### src/rtl/core/sfd_pkg.sv
// Shared types, constants and the CRC-8 byte step for the sensor frame decoder.
package sfd_pkg;

    // Frame geometry.
    localparam int FRAME_BYTES = 5;
    localparam int HELD_BYTES  = FRAME_BYTES - 1;
    localparam int POS_W       = 3;
    localparam int HELD_AW     = 2;

    // CRC-8 polynomial, MSB first, initial value zero.
    localparam logic [7:0] CRC_POLY = 8'h31;

    // Reset value of the header register.
    localparam logic [3:0] HEADER_RESET = 4'd9;

    // Temperature offset in tenths of a degree.
    localparam logic [11:0] TEMP_OFFSET = 12'd400;

    // Depth of the queue between the front and back parts.
    localparam int QUEUE_DEPTH = 2;
    localparam int QUEUE_AW    = $clog2(QUEUE_DEPTH);
    localparam int QUEUE_CW    = $clog2(QUEUE_DEPTH + 1);

    // Status codes.
    localparam logic [1:0] STATUS_OK      = 2'd0;
    localparam logic [1:0] STATUS_CRC_ERR = 2'd1;
    localparam logic [1:0] STATUS_HDR_ERR = 2'd2;

    // One classified frame, passed from the front part to the back part.
    typedef struct packed {
        logic [1:0] status;
        logic [3:0] b0_low;
        logic [7:0] b1;
        logic [7:0] b2;
        logic [7:0] b3;
        logic [7:0] rx_crc;
    } frame_rec_t;

    // One CRC-8 update over a full byte, bit by bit, MSB first.
    function automatic logic [7:0] crc8_byte(input logic [7:0] crc_in,
                                             input logic [7:0] val_in);
        logic [7:0] crc;
        logic [7:0] val;
        logic       top;
        crc = crc_in;
        val = val_in;
        for (int i = 0; i < 8; i++)
        begin
            top = crc[7] ^ val[7];
            crc = {crc[6:0], 1'b0};
            if (top)
            begin
                crc = crc ^ CRC_POLY;
            end
            val = {val[6:0], 1'b0};
        end
        return crc;
    endfunction

endpackage

### src/rtl/core/sensor_frame_decoder_crc8.sv
// Top level of the sensor frame decoder with CRC-8 check.
//
// Usage: frame bytes arrive on the input channel (in_valid/in_ready), one byte
// per transaction, with frame_start marking byte zero of a new frame. Bytes
// zero to three are held and run through a CRC-8 (polynomial 0x31, MSB first).
// The fifth byte is compared with the CRC and the header nibble of byte zero
// with the header register, and one result transaction follows on the output
// channel (out_valid/out_ready) with a status and the decoded sensor fields.
// Throughput is one byte per cycle while the queue is not full: the CRC byte
// step is unrolled and the field decode sits in the back part behind a
// two-entry queue. A frame passes through the queue into the output register.
// When the receiver stalls, up to two classified frames wait in the queue
// besides the one in the output register; in_ready drops only when the queue
// is full. Reset clears the byte position, the CRC, the queue and the output
// valid, and loads the header register with 9. The user must write it through
// cfg_write_en/cfg_write_data only while the block is idle; the block itself
// does not enforce this.
module sensor_frame_decoder_crc8
    import sfd_pkg::*;
(
    input  logic               clk,
    input  logic               rst_n,
    input  logic               in_valid,
    output logic               in_ready,
    input  logic [7:0]         data_byte,
    input  logic               frame_start,
    input  logic               cfg_write_en,
    input  logic [3:0]         cfg_write_data,
    output logic               out_valid,
    input  logic               out_ready,
    output logic [1:0]         status,
    output logic [5:0]         sensor_id,
    output logic               new_battery,
    output logic               flag_bit12,
    output logic signed [11:0] temperature_tenths,
    output logic               weak_battery,
    output logic [6:0]         humidity,
    output logic [7:0]         received_crc
);

    logic       q_full;
    logic       q_push;
    frame_rec_t q_rec;
    logic       q_pop;
    logic       q_head_valid;
    frame_rec_t q_head_rec;

    sfd_front u_front (
        .clk            (clk),
        .rst_n          (rst_n),
        .in_valid       (in_valid),
        .in_ready       (in_ready),
        .data_byte      (data_byte),
        .frame_start    (frame_start),
        .cfg_write_en   (cfg_write_en),
        .cfg_write_data (cfg_write_data),
        .q_full         (q_full),
        .q_push         (q_push),
        .q_rec          (q_rec)
    );

    sfd_queue u_queue (
        .clk        (clk),
        .rst_n      (rst_n),
        .push       (q_push),
        .push_rec   (q_rec),
        .full       (q_full),
        .pop        (q_pop),
        .head_valid (q_head_valid),
        .head_rec   (q_head_rec)
    );

    sfd_back u_back (
        .clk                (clk),
        .rst_n              (rst_n),
        .head_valid         (q_head_valid),
        .head_rec           (q_head_rec),
        .pop                (q_pop),
        .out_valid          (out_valid),
        .out_ready          (out_ready),
        .status             (status),
        .sensor_id          (sensor_id),
        .new_battery        (new_battery),
        .flag_bit12         (flag_bit12),
        .temperature_tenths (temperature_tenths),
        .weak_battery       (weak_battery),
        .humidity           (humidity),
        .received_crc       (received_crc)
    );

endmodule

### src/rtl/core/sfd_front.sv
// Front part: accepts frame bytes, runs the CRC, holds bytes and classifies frames.
module sfd_front
    import sfd_pkg::*;
(
    input  logic             clk,
    input  logic             rst_n,
    input  logic             in_valid,
    output logic             in_ready,
    input  logic [7:0]       data_byte,
    input  logic             frame_start,
    input  logic             cfg_write_en,
    input  logic [3:0]       cfg_write_data,
    input  logic             q_full,
    output logic             q_push,
    output frame_rec_t       q_rec
);

    logic [POS_W-1:0] pos_reg;
    logic [POS_W-1:0] pos_next;
    logic [7:0]       crc_reg;
    logic [7:0]       crc_next;
    logic [3:0]       header_reg;
    logic [7:0]       held_reg [HELD_BYTES];

    logic [POS_W-1:0] pos_eff;
    logic [7:0]       crc_eff;
    logic             accept;
    logic             last_byte;

    // A frame start restarts assembly at byte zero with a clear CRC.
    assign pos_eff   = frame_start ? '0 : pos_reg;
    assign crc_eff   = frame_start ? '0 : crc_reg;
    assign in_ready  = !q_full;
    assign accept    = in_valid && in_ready;
    assign last_byte = (pos_eff == POS_W'(HELD_BYTES));
    assign q_push    = accept && last_byte;

    // Classify the frame on its final byte.
    always_comb
    begin
        q_rec.b0_low = held_reg[0][3:0];
        q_rec.b1     = held_reg[1];
        q_rec.b2     = held_reg[2];
        q_rec.b3     = held_reg[3];
        q_rec.rx_crc = data_byte;
        if (data_byte != crc_eff)
        begin
            q_rec.status = STATUS_CRC_ERR;
        end
        else if (held_reg[0][7:4] != header_reg)
        begin
            q_rec.status = STATUS_HDR_ERR;
        end
        else
        begin
            q_rec.status = STATUS_OK;
        end
    end

    // Position and CRC update for each accepted transaction.
    always_comb
    begin
        pos_next = pos_reg;
        crc_next = crc_reg;
        if (accept)
        begin
            if (last_byte)
            begin
                pos_next = '0;
                crc_next = '0;
            end
            else
            begin
                pos_next = pos_eff + POS_W'(1);
                crc_next = crc8_byte(crc_eff, data_byte);
            end
        end
    end

    always_ff @(posedge clk or negedge rst_n)
    begin
        if (!rst_n)
        begin
            pos_reg    <= '0;
            crc_reg    <= '0;
            header_reg <= HEADER_RESET;
        end
        else
        begin
            pos_reg <= pos_next;
            crc_reg <= crc_next;
            if (cfg_write_en)
            begin
                header_reg <= cfg_write_data;
            end
        end
    end

    // Held frame bytes; payload only, no reset.
    always_ff @(posedge clk)
    begin
        if (accept && !last_byte)
        begin
            held_reg[pos_eff[HELD_AW-1:0]] <= data_byte;
        end
    end

endmodule

### src/rtl/core/sfd_queue.sv
// Short queue of classified frames between the front and back parts.
module sfd_queue
    import sfd_pkg::*;
(
    input  logic       clk,
    input  logic       rst_n,
    input  logic       push,
    input  frame_rec_t push_rec,
    output logic       full,
    input  logic       pop,
    output logic       head_valid,
    output frame_rec_t head_rec
);

    frame_rec_t          entry_reg [QUEUE_DEPTH];
    logic [QUEUE_AW-1:0] wr_ptr_reg;
    logic [QUEUE_AW-1:0] wr_ptr_next;
    logic [QUEUE_AW-1:0] rd_ptr_reg;
    logic [QUEUE_AW-1:0] rd_ptr_next;
    logic [QUEUE_CW-1:0] count_reg;
    logic [QUEUE_CW-1:0] count_next;
    logic                do_pop;

    assign full       = (count_reg == QUEUE_CW'(QUEUE_DEPTH));
    assign head_valid = (count_reg != '0);
    assign head_rec   = entry_reg[rd_ptr_reg];
    assign do_pop     = pop && head_valid;

    // Pointer and occupancy update.
    always_comb
    begin
        wr_ptr_next = wr_ptr_reg;
        rd_ptr_next = rd_ptr_reg;
        count_next  = count_reg;
        if (push)
        begin
            wr_ptr_next = (wr_ptr_reg == QUEUE_AW'(QUEUE_DEPTH - 1)) ? '0
                                                                      : wr_ptr_reg + QUEUE_AW'(1);
        end
        if (do_pop)
        begin
            rd_ptr_next = (rd_ptr_reg == QUEUE_AW'(QUEUE_DEPTH - 1)) ? '0
                                                                      : rd_ptr_reg + QUEUE_AW'(1);
        end
        if (push && !do_pop)
        begin
            count_next = count_reg + QUEUE_CW'(1);
        end
        else if (do_pop && !push)
        begin
            count_next = count_reg - QUEUE_CW'(1);
        end
    end

    always_ff @(posedge clk or negedge rst_n)
    begin
        if (!rst_n)
        begin
            wr_ptr_reg <= '0;
            rd_ptr_reg <= '0;
            count_reg  <= '0;
        end
        else
        begin
            wr_ptr_reg <= wr_ptr_next;
            rd_ptr_reg <= rd_ptr_next;
            count_reg  <= count_next;
        end
    end

    // Entry storage; payload only.
    always_ff @(posedge clk)
    begin
        if (push)
        begin
            entry_reg[wr_ptr_reg] <= push_rec;
        end
    end

`ifndef SYNTHESIS
    // The front never pushes into a full queue.
    assert property (@(posedge clk) disable iff (!rst_n) !(push && full))
        else $error("sfd_queue: push while full");

    // Occupancy never exceeds the queue depth.
    assert property (@(posedge clk) disable iff (!rst_n)
        count_reg <= QUEUE_CW'(QUEUE_DEPTH))
        else $error("sfd_queue: occupancy overflow");

    // A push without a pop raises the occupancy by one.
    assert property (@(posedge clk) disable iff (!rst_n)
        (push && !do_pop) |=> (count_reg == $past(count_reg) + QUEUE_CW'(1)))
        else $error("sfd_queue: occupancy not tracking pushes");

    // Pointers agree with occupancy when the queue is empty.
    assert property (@(posedge clk) disable iff (!rst_n)
        (count_reg == '0) |-> (wr_ptr_reg == rd_ptr_reg))
        else $error("sfd_queue: pointers out of step");
`endif

endmodule

### src/rtl/core/sfd_back.sv
// Back part: decodes queued frames into result fields and holds the output register.
module sfd_back
    import sfd_pkg::*;
(
    input  logic               clk,
    input  logic               rst_n,
    input  logic               head_valid,
    input  frame_rec_t         head_rec,
    output logic               pop,
    output logic               out_valid,
    input  logic               out_ready,
    output logic [1:0]         status,
    output logic [5:0]         sensor_id,
    output logic               new_battery,
    output logic               flag_bit12,
    output logic signed [11:0] temperature_tenths,
    output logic               weak_battery,
    output logic [6:0]         humidity,
    output logic [7:0]         received_crc
);

    logic               out_valid_reg;
    logic [1:0]         status_reg;
    logic [5:0]         sensor_id_reg;
    logic               new_battery_reg;
    logic               flag_bit12_reg;
    logic signed [11:0] temp_reg;
    logic               weak_battery_reg;
    logic [6:0]         humidity_reg;
    logic [7:0]         received_crc_reg;

    logic               good;
    logic [11:0]        digit_sum;
    logic signed [11:0] temp_dec;

    // Load a new result when the output register is empty or being taken.
    assign pop  = head_valid && (!out_valid_reg || out_ready);
    assign good = (head_rec.status == STATUS_OK);

    // BCD digits weighted 100, 10, 1, then offset to signed tenths.
    assign digit_sum = (12'(head_rec.b1[3:0]) * 12'd100)
                     + (12'(head_rec.b2[7:4]) * 12'd10)
                     + 12'(head_rec.b2[3:0]);
    assign temp_dec  = $signed(digit_sum - TEMP_OFFSET);

    always_ff @(posedge clk or negedge rst_n)
    begin
        if (!rst_n)
        begin
            out_valid_reg <= 1'b0;
        end
        else if (pop)
        begin
            out_valid_reg <= 1'b1;
        end
        else if (out_ready)
        begin
            out_valid_reg <= 1'b0;
        end
    end

    // Result payload; decoded fields are zero for a failed frame.
    always_ff @(posedge clk)
    begin
        if (pop)
        begin
            status_reg       <= head_rec.status;
            received_crc_reg <= head_rec.rx_crc;
            sensor_id_reg    <= good ? {head_rec.b0_low, head_rec.b1[7:6]} : '0;
            new_battery_reg  <= good & head_rec.b1[5];
            flag_bit12_reg   <= good & head_rec.b1[4];
            temp_reg         <= good ? temp_dec : '0;
            weak_battery_reg <= good & head_rec.b3[7];
            humidity_reg     <= good ? head_rec.b3[6:0] : '0;
        end
    end

    assign out_valid          = out_valid_reg;
    assign status             = status_reg;
    assign sensor_id          = sensor_id_reg;
    assign new_battery        = new_battery_reg;
    assign flag_bit12         = flag_bit12_reg;
    assign temperature_tenths = temp_reg;
    assign weak_battery       = weak_battery_reg;
    assign humidity           = humidity_reg;
    assign received_crc       = received_crc_reg;

endmodule

### config.mk
export PLATFORM = sky130hd
export DESIGN_NAME = sensor_frame_decoder_crc8
export DESIGN_NICKNAME = d
export VERILOG_FILES = /design/src/rtl/core/sfd_pkg.sv /design/src/rtl/core/sensor_frame_decoder_crc8.sv /design/src/rtl/core/sfd_front.sv /design/src/rtl/core/sfd_queue.sv /design/src/rtl/core/sfd_back.sv
export SDC_FILE = /design/constraint.sdc
export NUM_CORES = 1
export LEC_CHECK = 0
export BUFFER_PORTS_ARGS = -buffer_cell sky130_fd_sc_hd__buf_2
export CORE_MARGIN = 2
export CORE_UTILIZATION = 45
export CTS_CLUSTER_SIZE = 30
export DETAILED_ROUTE_END_ITERATION = 8
export PLACE_DENSITY = 0.72
export SETUP_SLACK_MARGIN = 0.5
export SLEW_MARGIN = 30
export SYNTH_ARGS = -nofsm -noshare
export SYNTH_HDL_FRONTEND = slang
export SYNTH_SLANG_ARGS = --single-unit
### constraint.sdc
create_clock -name clk -period 7.5 [get_ports clk]
set_input_delay 0.375 -clock clk [delete_from_list [all_inputs] [get_ports clk]]
set_output_delay 0.375 -clock clk [all_outputs]
set_load 0.01 [all_outputs]
# After elaboration in Yosys (flattened, before gate mapping)
# Memory sizes are Yosys's and may differ from the RTL's.
# Index checks and enable logic that the tools add are counted.
dict set report word_totals {
  output_inout_bits 40
  memories 2
  elab_cells 105
  latchBits 0
  in_bits 18
  reg_bits 58
  ramBits 108
  rom_bits 0
}
dict set report op_classes {
  div_mod_pow 0
  multipliers 2
  bitwise_logic 19
  order_cmp 0
  shifts 0
  eq_ne 4
  n_addsub 8
  n_reduce_logical 17
  mux 38
}
# memory depth word_bits read_ports rd_clocked_by_memory_dff wr line_no
set memory_table {}
lappend memory_table {u_queue.entry_reg 2 38 1 0 1 sfd_queue.sv:15} ;# frame_rec_t entry_reg [QUEUE_DEPTH];
lappend memory_table {u_front.held_reg 4 8 4 0 1 sfd_front.sv:23} ;# logic [7:0] held_reg [HELD_BYTES];
# operator count
set ops {}
lappend ops {{$mux 8} 16}
lappend ops {{$mux 6} 8}
lappend ops {{$not 3->3} 8}
lappend ops {{$add 11x8->12} 1}
lappend ops {{$add 12x4->12} 1}
lappend ops {{$sub 12x9->12 const B} 1}
lappend ops {{$mul 4x5->9 const B} 1}
lappend ops {{$mux 1} 8}
lappend ops {{$mux 2} 4}
lappend ops {{$ne 8x8->1} 1}
lappend ops {{$xor 1x1->1} 8}
lappend ops {{$logic_and 1x1->1} 7}
lappend ops {{$mul 4x3->7 const B} 1}
lappend ops {{$mux 3} 2}
lappend ops {{$reduce_bool 2->1} 3}
lappend ops {{$logic_not 1->1} 5}
lappend ops {{$ne 4x4->1} 1}
lappend ops {{$add 3x1->3 const B} 1}
lappend ops {{$and 1x1->1} 3}
lappend ops {{$eq 3x3->1 const B} 1}
lappend ops {{$add 1x1->1 const B} 2}
lappend ops {{$add 2x1->2 const B} 1}
lappend ops {{$eq 2x2->1 const B} 1}
lappend ops {{$logic_not 2->1} 1}
lappend ops {{2 further kinds} 2}

# Depth between registers and ports, before layout
# Gate-level depths: netlist of the first run.
dict set report depth {
  word_depth 32
  depth_mapped 16
  depth_no_buf 15
}

# Modules after synthesis
# A second synthesis of the first run with hierarchy kept.
dict set report hier_totals {
  hier_cells 484
  area_unflattened_um2 7469.7
}
# module n_inst cells_per_inst seq_area_each_um2 area_each_um2
set modules_own_cells {}
lappend modules_own_cells {sfd_queue 1 134 2382.3 2977.9}
lappend modules_own_cells {sfd_front 1 177 1338.8 2303.5}
lappend modules_own_cells {sfd_back 1 173 1166.1 2188.3}

# Least setup slack after synthesis of the first run
# No wires, ideal clock.
dict set report synth_path {
  path_type {input-to-reg}
  startpoint {input port frame_start}
  endpoint {memory u_queue.entry_reg[0][0] (netlist bit), enable pin}
  path_stages 7
  slack_ns 2.900
  required_ns 7.020
  t_arrival_ns 4.120
  path_buffers 2
  setup_ns 0.480
  path_cell_list {buf_2 -> buf_1 -> nand2b_1 -> ha_1 -> nand2_1 -> or2_2 -> nor3_1}
}
dict set report synth_between {
  elab_chain_len 5
}
# item line_no
set synth_lines {}
lappend synth_lines {{from (decl)} sensor_frame_decoder_crc8.sv:26} ;# input logic frame_start,
lappend synth_lines {{$mux 3} sfd_front.sv:31} ;# assign pos_eff = frame_start ? '0 : pos_reg;
lappend synth_lines {{$eq 3x3->1} sfd_front.sv:35} ;# assign last_byte = (pos_eff == POS_W'(HELD_BYTES));
lappend synth_lines {{$logic_and 1x1->1} sfd_front.sv:36} ;# assign q_push = accept && last_byte;
lappend synth_lines {{$mux 1} sfd_queue.sv:74} ;# if (push)
lappend synth_lines {{$mux 1 (not written as such)} sfd_queue.sv:76} ;# entry_reg[wr_ptr_reg] <= push_rec;
lappend synth_lines {{to (decl)} sfd_queue.sv:15}
# No other way between the ends.

# Final worst setup path of the first run
dict set report layout_path {
  startpoint {register u_queue.rd_ptr_reg}
  endpoint {register u_back.temp_reg[11], in the netlist u_back.temperature_tenths[11], data pin}
}
dict set report layout_between {
  elab_chain_len 5
  elab_cells_between_ends 7
  cone_classes {3 x add/sub; 2 x mul; 1 x reduce/logical; 1 x memory}
}
# item line_no
set layout_lines {}
lappend layout_lines {{from (decl)} sfd_queue.sv:18} ;# logic [QUEUE_AW-1:0] rd_ptr_reg;
lappend layout_lines {{from (signal assigned)} sfd_queue.sv:66} ;# rd_ptr_reg <= rd_ptr_next;
lappend layout_lines {{$mem_v2 2x38 *} n/a}
lappend layout_lines {{$mul 4x5->9 or $mul 4x3->7 (tied branches)} {sfd_back.sv:41, sfd_back.sv:42}}
lappend layout_lines {{$add 11x8->12} sfd_back.sv:42} ;# + (12'(head_rec.b2[7:4]) * 12'd10)
lappend layout_lines {{$add 12x4->12} sfd_back.sv:43} ;# + 12'(head_rec.b2[3:0]);
lappend layout_lines {{$sub 12x9->12} sfd_back.sv:44} ;# assign temp_dec = $signed(digit_sum - TEMP_OFFSET);
lappend layout_lines {{to (signal assigned)} sfd_back.sv:72} ;# temp_reg <= good ? temp_dec : '0;
lappend layout_lines {{to (decl)} sfd_back.sv:27} ;# logic signed [11:0] temp_reg;
# Mark *: on every way between the ends. The rest lies on a longest branch, timed or not.
# A chain may end at the register's enable or synchronous reset.

==> results of run 1 <==
-- metal layers --
layer / wire (um) / up-vias / part of all wire [%]
li1: - / 1796 / -
met1: 5079 / 1849 / 42
met2: 5959 / 97 / 49
met3: 691 / 29 / 5.7
met4: 314 / 0 / 2.6
met5: 0 / - / 0
-- worst max-delay path by stage --
stage / start / endpoint / slack [ns] / depth (start not counted)
2_1_floorplan: frame_start / u_queue.entry_reg[0][0] / 2.90 / 7
3_3_place_gp: u_queue.rd_ptr_reg / u_back.temperature_tenths[11] / 3.19 / 12
3_5_place_dp: u_queue.rd_ptr_reg / u_back.temperature_tenths[11] / 3.27 / 12
4_1_cts: u_queue.rd_ptr_reg / u_back.temperature_tenths[11] / 3.25 / 12
5_1_grt: u_queue.rd_ptr_reg / u_back.temperature_tenths[11] / 3.00 / 15
6_report: u_queue.rd_ptr_reg / u_back.temperature_tenths[11] / 3.26 / 12
-- placed cells by master, fill, tap and decap left out, drive strengths merged, types with 5 or more instances in the layout --
| master | netlist | layout |
|---|---|---|
| and2 | 5 | 5 |
| buf | 8 | 60 |
| clkbuf | 5 | 17 |
| clkinv | 0 | 7 |
| dfrtp | 18 | 18 |
| edfxtp | 146 | 146 |
| fa | 5 | 5 |
| ha | 32 | 32 |
| inv | 24 | 29 |
| mux2 | 24 | 24 |
| mux2i | 19 | 19 |
| nand2 | 20 | 20 |
| nand2b | 5 | 5 |
| nor2 | 41 | 41 |
| nor2b | 6 | 6 |
| nor3 | 9 | 9 |
| o21ai | 10 | 10 |
| xnor2 | 32 | 32 |
| xor2 | 11 | 11 |
-- stage by stage --
step | util [%] | power (mW) | std cells | instance area, um^2 | hold WS (ns)
2_1_floorplan | - | 2.308 | 457 | 7141 | 0.07941
6_report | 52.63 | 3.485 | 753 | 8269 | 0.1819
5_1_grt | 52.63 | 3.714 | 753 | 8269 | 0.1826
3_3_place_gp | 48.76 | 2.576 | 720 | 7661 | 0.3529
3_5_place_dp | 48.77 | 2.630 | 720 | 7664 | 0.3631
4_1_cts | 52.63 | 3.505 | 753 | 8269 | 0.1739
-- cells by family after synthesis --
group,after synthesis,synth area share [%]
DFF,166,68.44
AOI/OAI and AO/OA,38,3.645
xor gates and xnor gates,44,6.396
and+or+nand+nor,92,5.905
muxes,43,6.448
buffers and inverters,37,2.155
adders and majority gates,37,7.009
-- report_power, final --
group          total [mW]  internal, mW  switching (mW)
Sequential           1.37          1.24           0.123
Clock               0.863         0.498           0.364
Combinational        1.25         0.571           0.684
-- layout make-up --
type,count,share of cell area [%]
sequential,166,59.15
multi-input combinational,254,25.45
clock buffer,17,5.145
timing repair buffer,61,3.843
tap,216,3.268
clock inverter,15,2.058
inverter,24,1.089
==> impl_metrics.yaml, run 1 <==
hold_path:
  hold_path_startpoint: "cfg_write_data[2]"
  min_path_type: "in -> reg"
  hold-path-cell-count: 2
  worst_min_delay_path_endpoint: "u_front.header_reg[2]"
critical_path:
  worstPathMaxFanout: 39
  worstSetupEndpointType: "flop"
  cpMaxStageDelayCell: "dfrtp_4"
  reg2reg_from: "u_queue.rd_ptr_reg"
  timing.critical_path.arrival_ns: 4.40
  critical_path_cell_by_cell: "mux2_2, ha_1, ha_1, fa_1, ha_1, ha_1, o21ai_0, nand2b_1, a31o_2, a41o_1, xnor2_1, nor2_1"
  required_ns: 7.66
  critPathKind: "reg -> reg"
  r2r_cells: 12
  reg2reg_to: "u_back.temperature_tenths[11]"
  timing.reg2reg.setup_slack_ns: 3.26
  critPathTopFamily: "adder cells"
  critPathMaxStageDelay_ns: 0.84
  crit_top_cell: "ha_1"
  crit_path_start_kind: "flop"
  timing.critical_path.buf_inv: 0
global_routing:
  grt_antenna_before_repair: 0
  grt_util_met1_pct: 18.66
  first_pass_grt_wire_length_mm: 19.65
  grt_util_met3_pct: 4.264
  grt_overflow_total: 0
  grt.busiest_layer: "met2"
  grt_max_degree: 40
  grtUsageTotal_pct: 15.84
  grt_use_met2_pct: 27.16
  grt_pass1_vias: 3918
flow_run:
  drv.max_cap_violation_count: 0
sta:
  max_slew.worst_pin.slew_ns: 0.6232
  timing.final.ws_setup_ns: 3.255
  final_hold_viol_count: 0
  fin_crit_ns: 4.245
  setup_tns_ns: 0
  slew-limit-headroom_pct: 58.45
  report.final.setup_viol: 0
  grt_setup_unrepaired: "false"
  report.final.slew_viol_count: 0
  finClkSkew_ns: 0.008183
  max_freq_mhz: 235.6
  final_min_period_over_clock_period_pct: 56.60
placement:
  place_hpwl_mm: 7.984
  pre_cts_ws_ns: 3.271
  routability_cong: 0.8193
  io_buffers: 57
finish:
  layout.filler_cells: 1269
  largest_reg_flops: 76
  register_area_mm2: 0.004891
  final_layout_size_suffix_gt1_share_pct: 24.21
  area_growth_syn_to_layout_pct: 15.81
  final_net_count: 579
  multi_input_comb_area_mm2: 0.002105
  n_antenna_cell: 0
die:
  fp-row-count: 46
  fp.dieArea_mm2: 0.01689
  dieWidth_um: 130.0
  ioPinCount: 58
  die_height_um: 130.0
  placeableCoreArea_mm2: 0.01571
  initial_utilization_pct: 45.45
yosys:
  synthArstFlopShare_pct: 12.05
  netlist_area_mm2: 0.007141
  synth-seq-area-share_pct: 68.44
  syn_area_per_cell_um2: 15.62
  synth.largest_area_cell: "edfxtp_1"
  synth_top_area_share_pct: 61.40
  ys_types: 45
  synth-seq-cells: 166
  yosys-top-cells-count: "edfxtp_1 (146), nor2_1 (41), ha_1 (32)"
  netlist_instances: 457
  yosysWarnings: 0
  synth_top_flop_cell: "edfxtp_1"
  synth.top_cells.by_area: "edfxtp_1 (61%), dfrtp_1 (6.3%), ha_1 (5.6%)"
  synth_edf_count: 146
  post-synth-top-count-cell: "edfxtp_1"
  synth_fp_nets: 512
clocking:
  cts_buffers: 17
  clock-root-buffer: "clkbuf_16"
  post_cts_setup_buffer_count: 0
  clk_path_buf_depth: 2
  postCtsResizedCells: 0
  clkSlewWorstSetupHoldPaths_ns: 0.07
  cts.sinks: 166
  cts_htree_levels: 4
  holdBufCountCts: 1
  clock_latency_ns: 0.43
  tritoncts: "done"
drt:
  dr.pass1.iters: 4
  post_drt_via_cell_ratio: 5.008
  final_antenna_net_count: 0
  drcViolationCount: 0
  number_of_vias_after_detailed_routing: 3771
  detail_route.iter0.violations: 242
  route.final.wire_length_mm: 12.05
  detail_routed_net_length_per_standard_cell_um: 16.00
pwr:
  peakVddDrop_mv: 0.2230
  static-leakage-power_nw: 3.229
  pwr_density_cell_mw_per_mm2: 421.4
outcome:
  run_status: "completed"
Note: power is estimated with default switching activity, not from simulation.
==> run 2, diff against run 1 <==
PLACE_DENSITY = 0.74   (was 0.72)
clock period = 3.7 ns   (was 7.5 ns; I/O delays follow)
==> run 2 against run 1 <==
  * Cell count increased by 2.8%
  * Routed wire length increased by 7.1%
  * Critical path depth increased by 1
  * Count of clock-buffer cells in the layout increased by 1
  * Critical path type unchanged
  * Largest cell class unchanged
  * Largest power group is now combinational logic
  * Highest routed layer unchanged
==> impl_metrics.yaml, run 2 (synthesized netlist as in run 1, its figures left out) <==
critical_path:
  critical_path_cell_by_cell: "buf_12, mux2_4, ha_4, ha_4, fa_2, ha_4, ha_4, o21ai_2, nand2b_1, a31o_2, a41o_1, xnor2_1, nor2_1"
  worstSetupEndpointType: "flop"
  cpMaxStageDelayCell: "fa_2"
  critPathTopFamily: "adder cells"
  timing.critical_path.buf_inv: 1
  critPathKind: "reg -> reg"
  timing.critical_path.arrival_ns: 3.57
  critPathMaxStageDelay_ns: 0.57
  worstPathMaxFanout: 5
  crit_top_cell: "ha_4"
  crit_path_start_kind: "flop"
  required_ns: 3.85
sta:
  final_min_period_over_clock_period_pct: 92.68
  finClkSkew_ns: 0.008503
  report.final.slew_viol_count: 0
  hold_slack_ns: 0.02324
  final_hold_viol_count: 0
  max_slew.worst_pin.slew_ns: 0.6883
  fin_crit_ns: 3.429
  setup_tns_ns: 0
  grt_setup_unrepaired: "true"
  max_freq_mhz: 291.6
  report.final.setup_viol: 0
  slew-limit-headroom_pct: 54.00
clocking:
  clock_latency_ns: 0.42
  clk_path_buf_depth: 2
  tritoncts: "done"
  clock-root-buffer: "clkbuf_16"
  cts.sinks: 166
  cts_htree_levels: 4
  clkSlewWorstSetupHoldPaths_ns: 0.06
  cts_buffers: 17
drt:
  detail_route.iter0.violations: 261
  detail_routed_net_length_per_standard_cell_um: 16.66
  post_drt_via_cell_ratio: 4.978
  dr.pass1.iters: 4
  drcViolationCount: 0
  number_of_vias_after_detailed_routing: 3853
  route.final.wire_length_mm: 12.90
  final_antenna_net_count: 0
finish:
  n_antenna_cell: 0
  largest_reg_flops: 76
  layout.filler_cells: 1205
  final_net_count: 600
  area_growth_syn_to_layout_pct: 22.15
  final_layout_size_suffix_gt1_share_pct: 32.62
  layout_common_cells: "edfxtp_1 (146), buf_2 (57), nor2_1 (41), xnor2_1 (26)"
  fin_area_mm2: 0.008722
  layout_commonest_cell: "edfxtp_1"
placement:
  place_hpwl_mm: 8.149
  io_buffers: 57
  routability_cong: 0.8583
  dpl-instance-area_mm2: 0.007801
pwr:
  power_switching_mw: 2.659
  p_int_mw: 5.341
  seq_power_share_pct: 33.5
  peakVddDrop_mv: 0.4312
  static-leakage-power_nw: 3.365
  pwr_density_cell_mw_per_mm2: 917.2
  power.share.switching_pct: 33.24
  combinationalPowerShare_pct: 43.2
  fin_total_pwr_mw: 8.000
  power.clock.fraction_pct: 23.2
global_routing:
  grt_pass1_vias: 3942
  first_pass_grt_wire_length_mm: 20.12
  grt_overflow_total: 0
  grtUsageTotal_pct: 15.96
  grt_max_degree: 39
  grt_antenna_before_repair: 0
hold_path:
  min_path_type: "in -> reg"
flow_run:
  drv.max_cap_violation_count: 0
die:
  ioPinCount: 58
  initial_utilization_pct: 45.45
  die_height_um: 130.0
  placeableCoreArea_mm2: 0.01571
  fp-row-count: 46
  dieWidth_um: 130.0
  fp.dieArea_mm2: 0.01689
outcome:
  run_status: "completed"
-- run 2: repair_timing --
item | 4_1_cts | 5_1_grt
buffers inserted | 6 | 8
resized for setup | 12 | 23
hold buffers | 4 | 0
endpoints found under the hold margin | 21 | 0
pin swaps | 13 | 21
setup endpoints to repair | 6 | 6
-- run 2: final timing paths --
kind / start / to / slack, ns / depth (start not counted)
min reg2reg: u_front.held_reg[3][5] / u_queue.entry_reg[0][13] / 0.45 / 0
max: u_queue.rd_ptr_reg / u_back.temperature_tenths[11] / 0.27 / 13
max in group asynchronous: rst_n / u_queue.rd_ptr_reg / 3.10 / 2
min: cfg_write_data[0] / u_front.header_reg[0] / 0.02 / 2
max reg2reg: u_queue.rd_ptr_reg / u_back.temperature_tenths[11] / 0.27 / 13
min in group asynchronous: rst_n / u_front.pos_reg[0] / 0.25 / 2
-- run 2: metrics by stage --
stage               std cells  worst slack, ns  utilization (%)
floorplan                 457           0.2239                -
global placement          724           0.2596            49.65
detailed placement        724           0.1737            49.65
CTS                       766           0.2718            54.53
global route              774           0.1185            55.51
finish                    774           0.2710            55.51
-- run 2: area by class of cell --
class,instances,area [um^2],share of cell area (%)
clock buffers,18,429.2,4.920
clock inverters,14,195.2,2.238
inverters,24,92.59,1.062
multi-input cells,254,2340,26.83
flip-flops and latches,166,4888,56.05
well taps,216,270.3,3.099
repair buffers,82,506.7,5.810
-- run 2: metal layers --
layer  up-vias  share of wire (%)  global-route usage [%]  wire (um)
met3        14                4.2                   4.756        537
met2        89                 51                   26.55       6602
li1       1835                  -                       -          -
met4         0                1.4                   6.072        185
met5         -                  0                       0          0
met1      1915                 43                   19.84       5572
-- run 2: power by group through the flow --
| stage | logic, mW | clock network (mW) | registers [mW] |
|---|---|---|---|
| after floorplan | 2.07 | 0 | 2.79 |
| after global placement | 2.69 | 0 | 2.72 |
| after detailed placement | 2.80 | 0 | 2.74 |
| after CTS | 3.09 | 1.89 | 2.68 |
| after global routing | 3.79 | 1.96 | 2.72 |
| final | 3.46 | 1.86 | 2.68 |
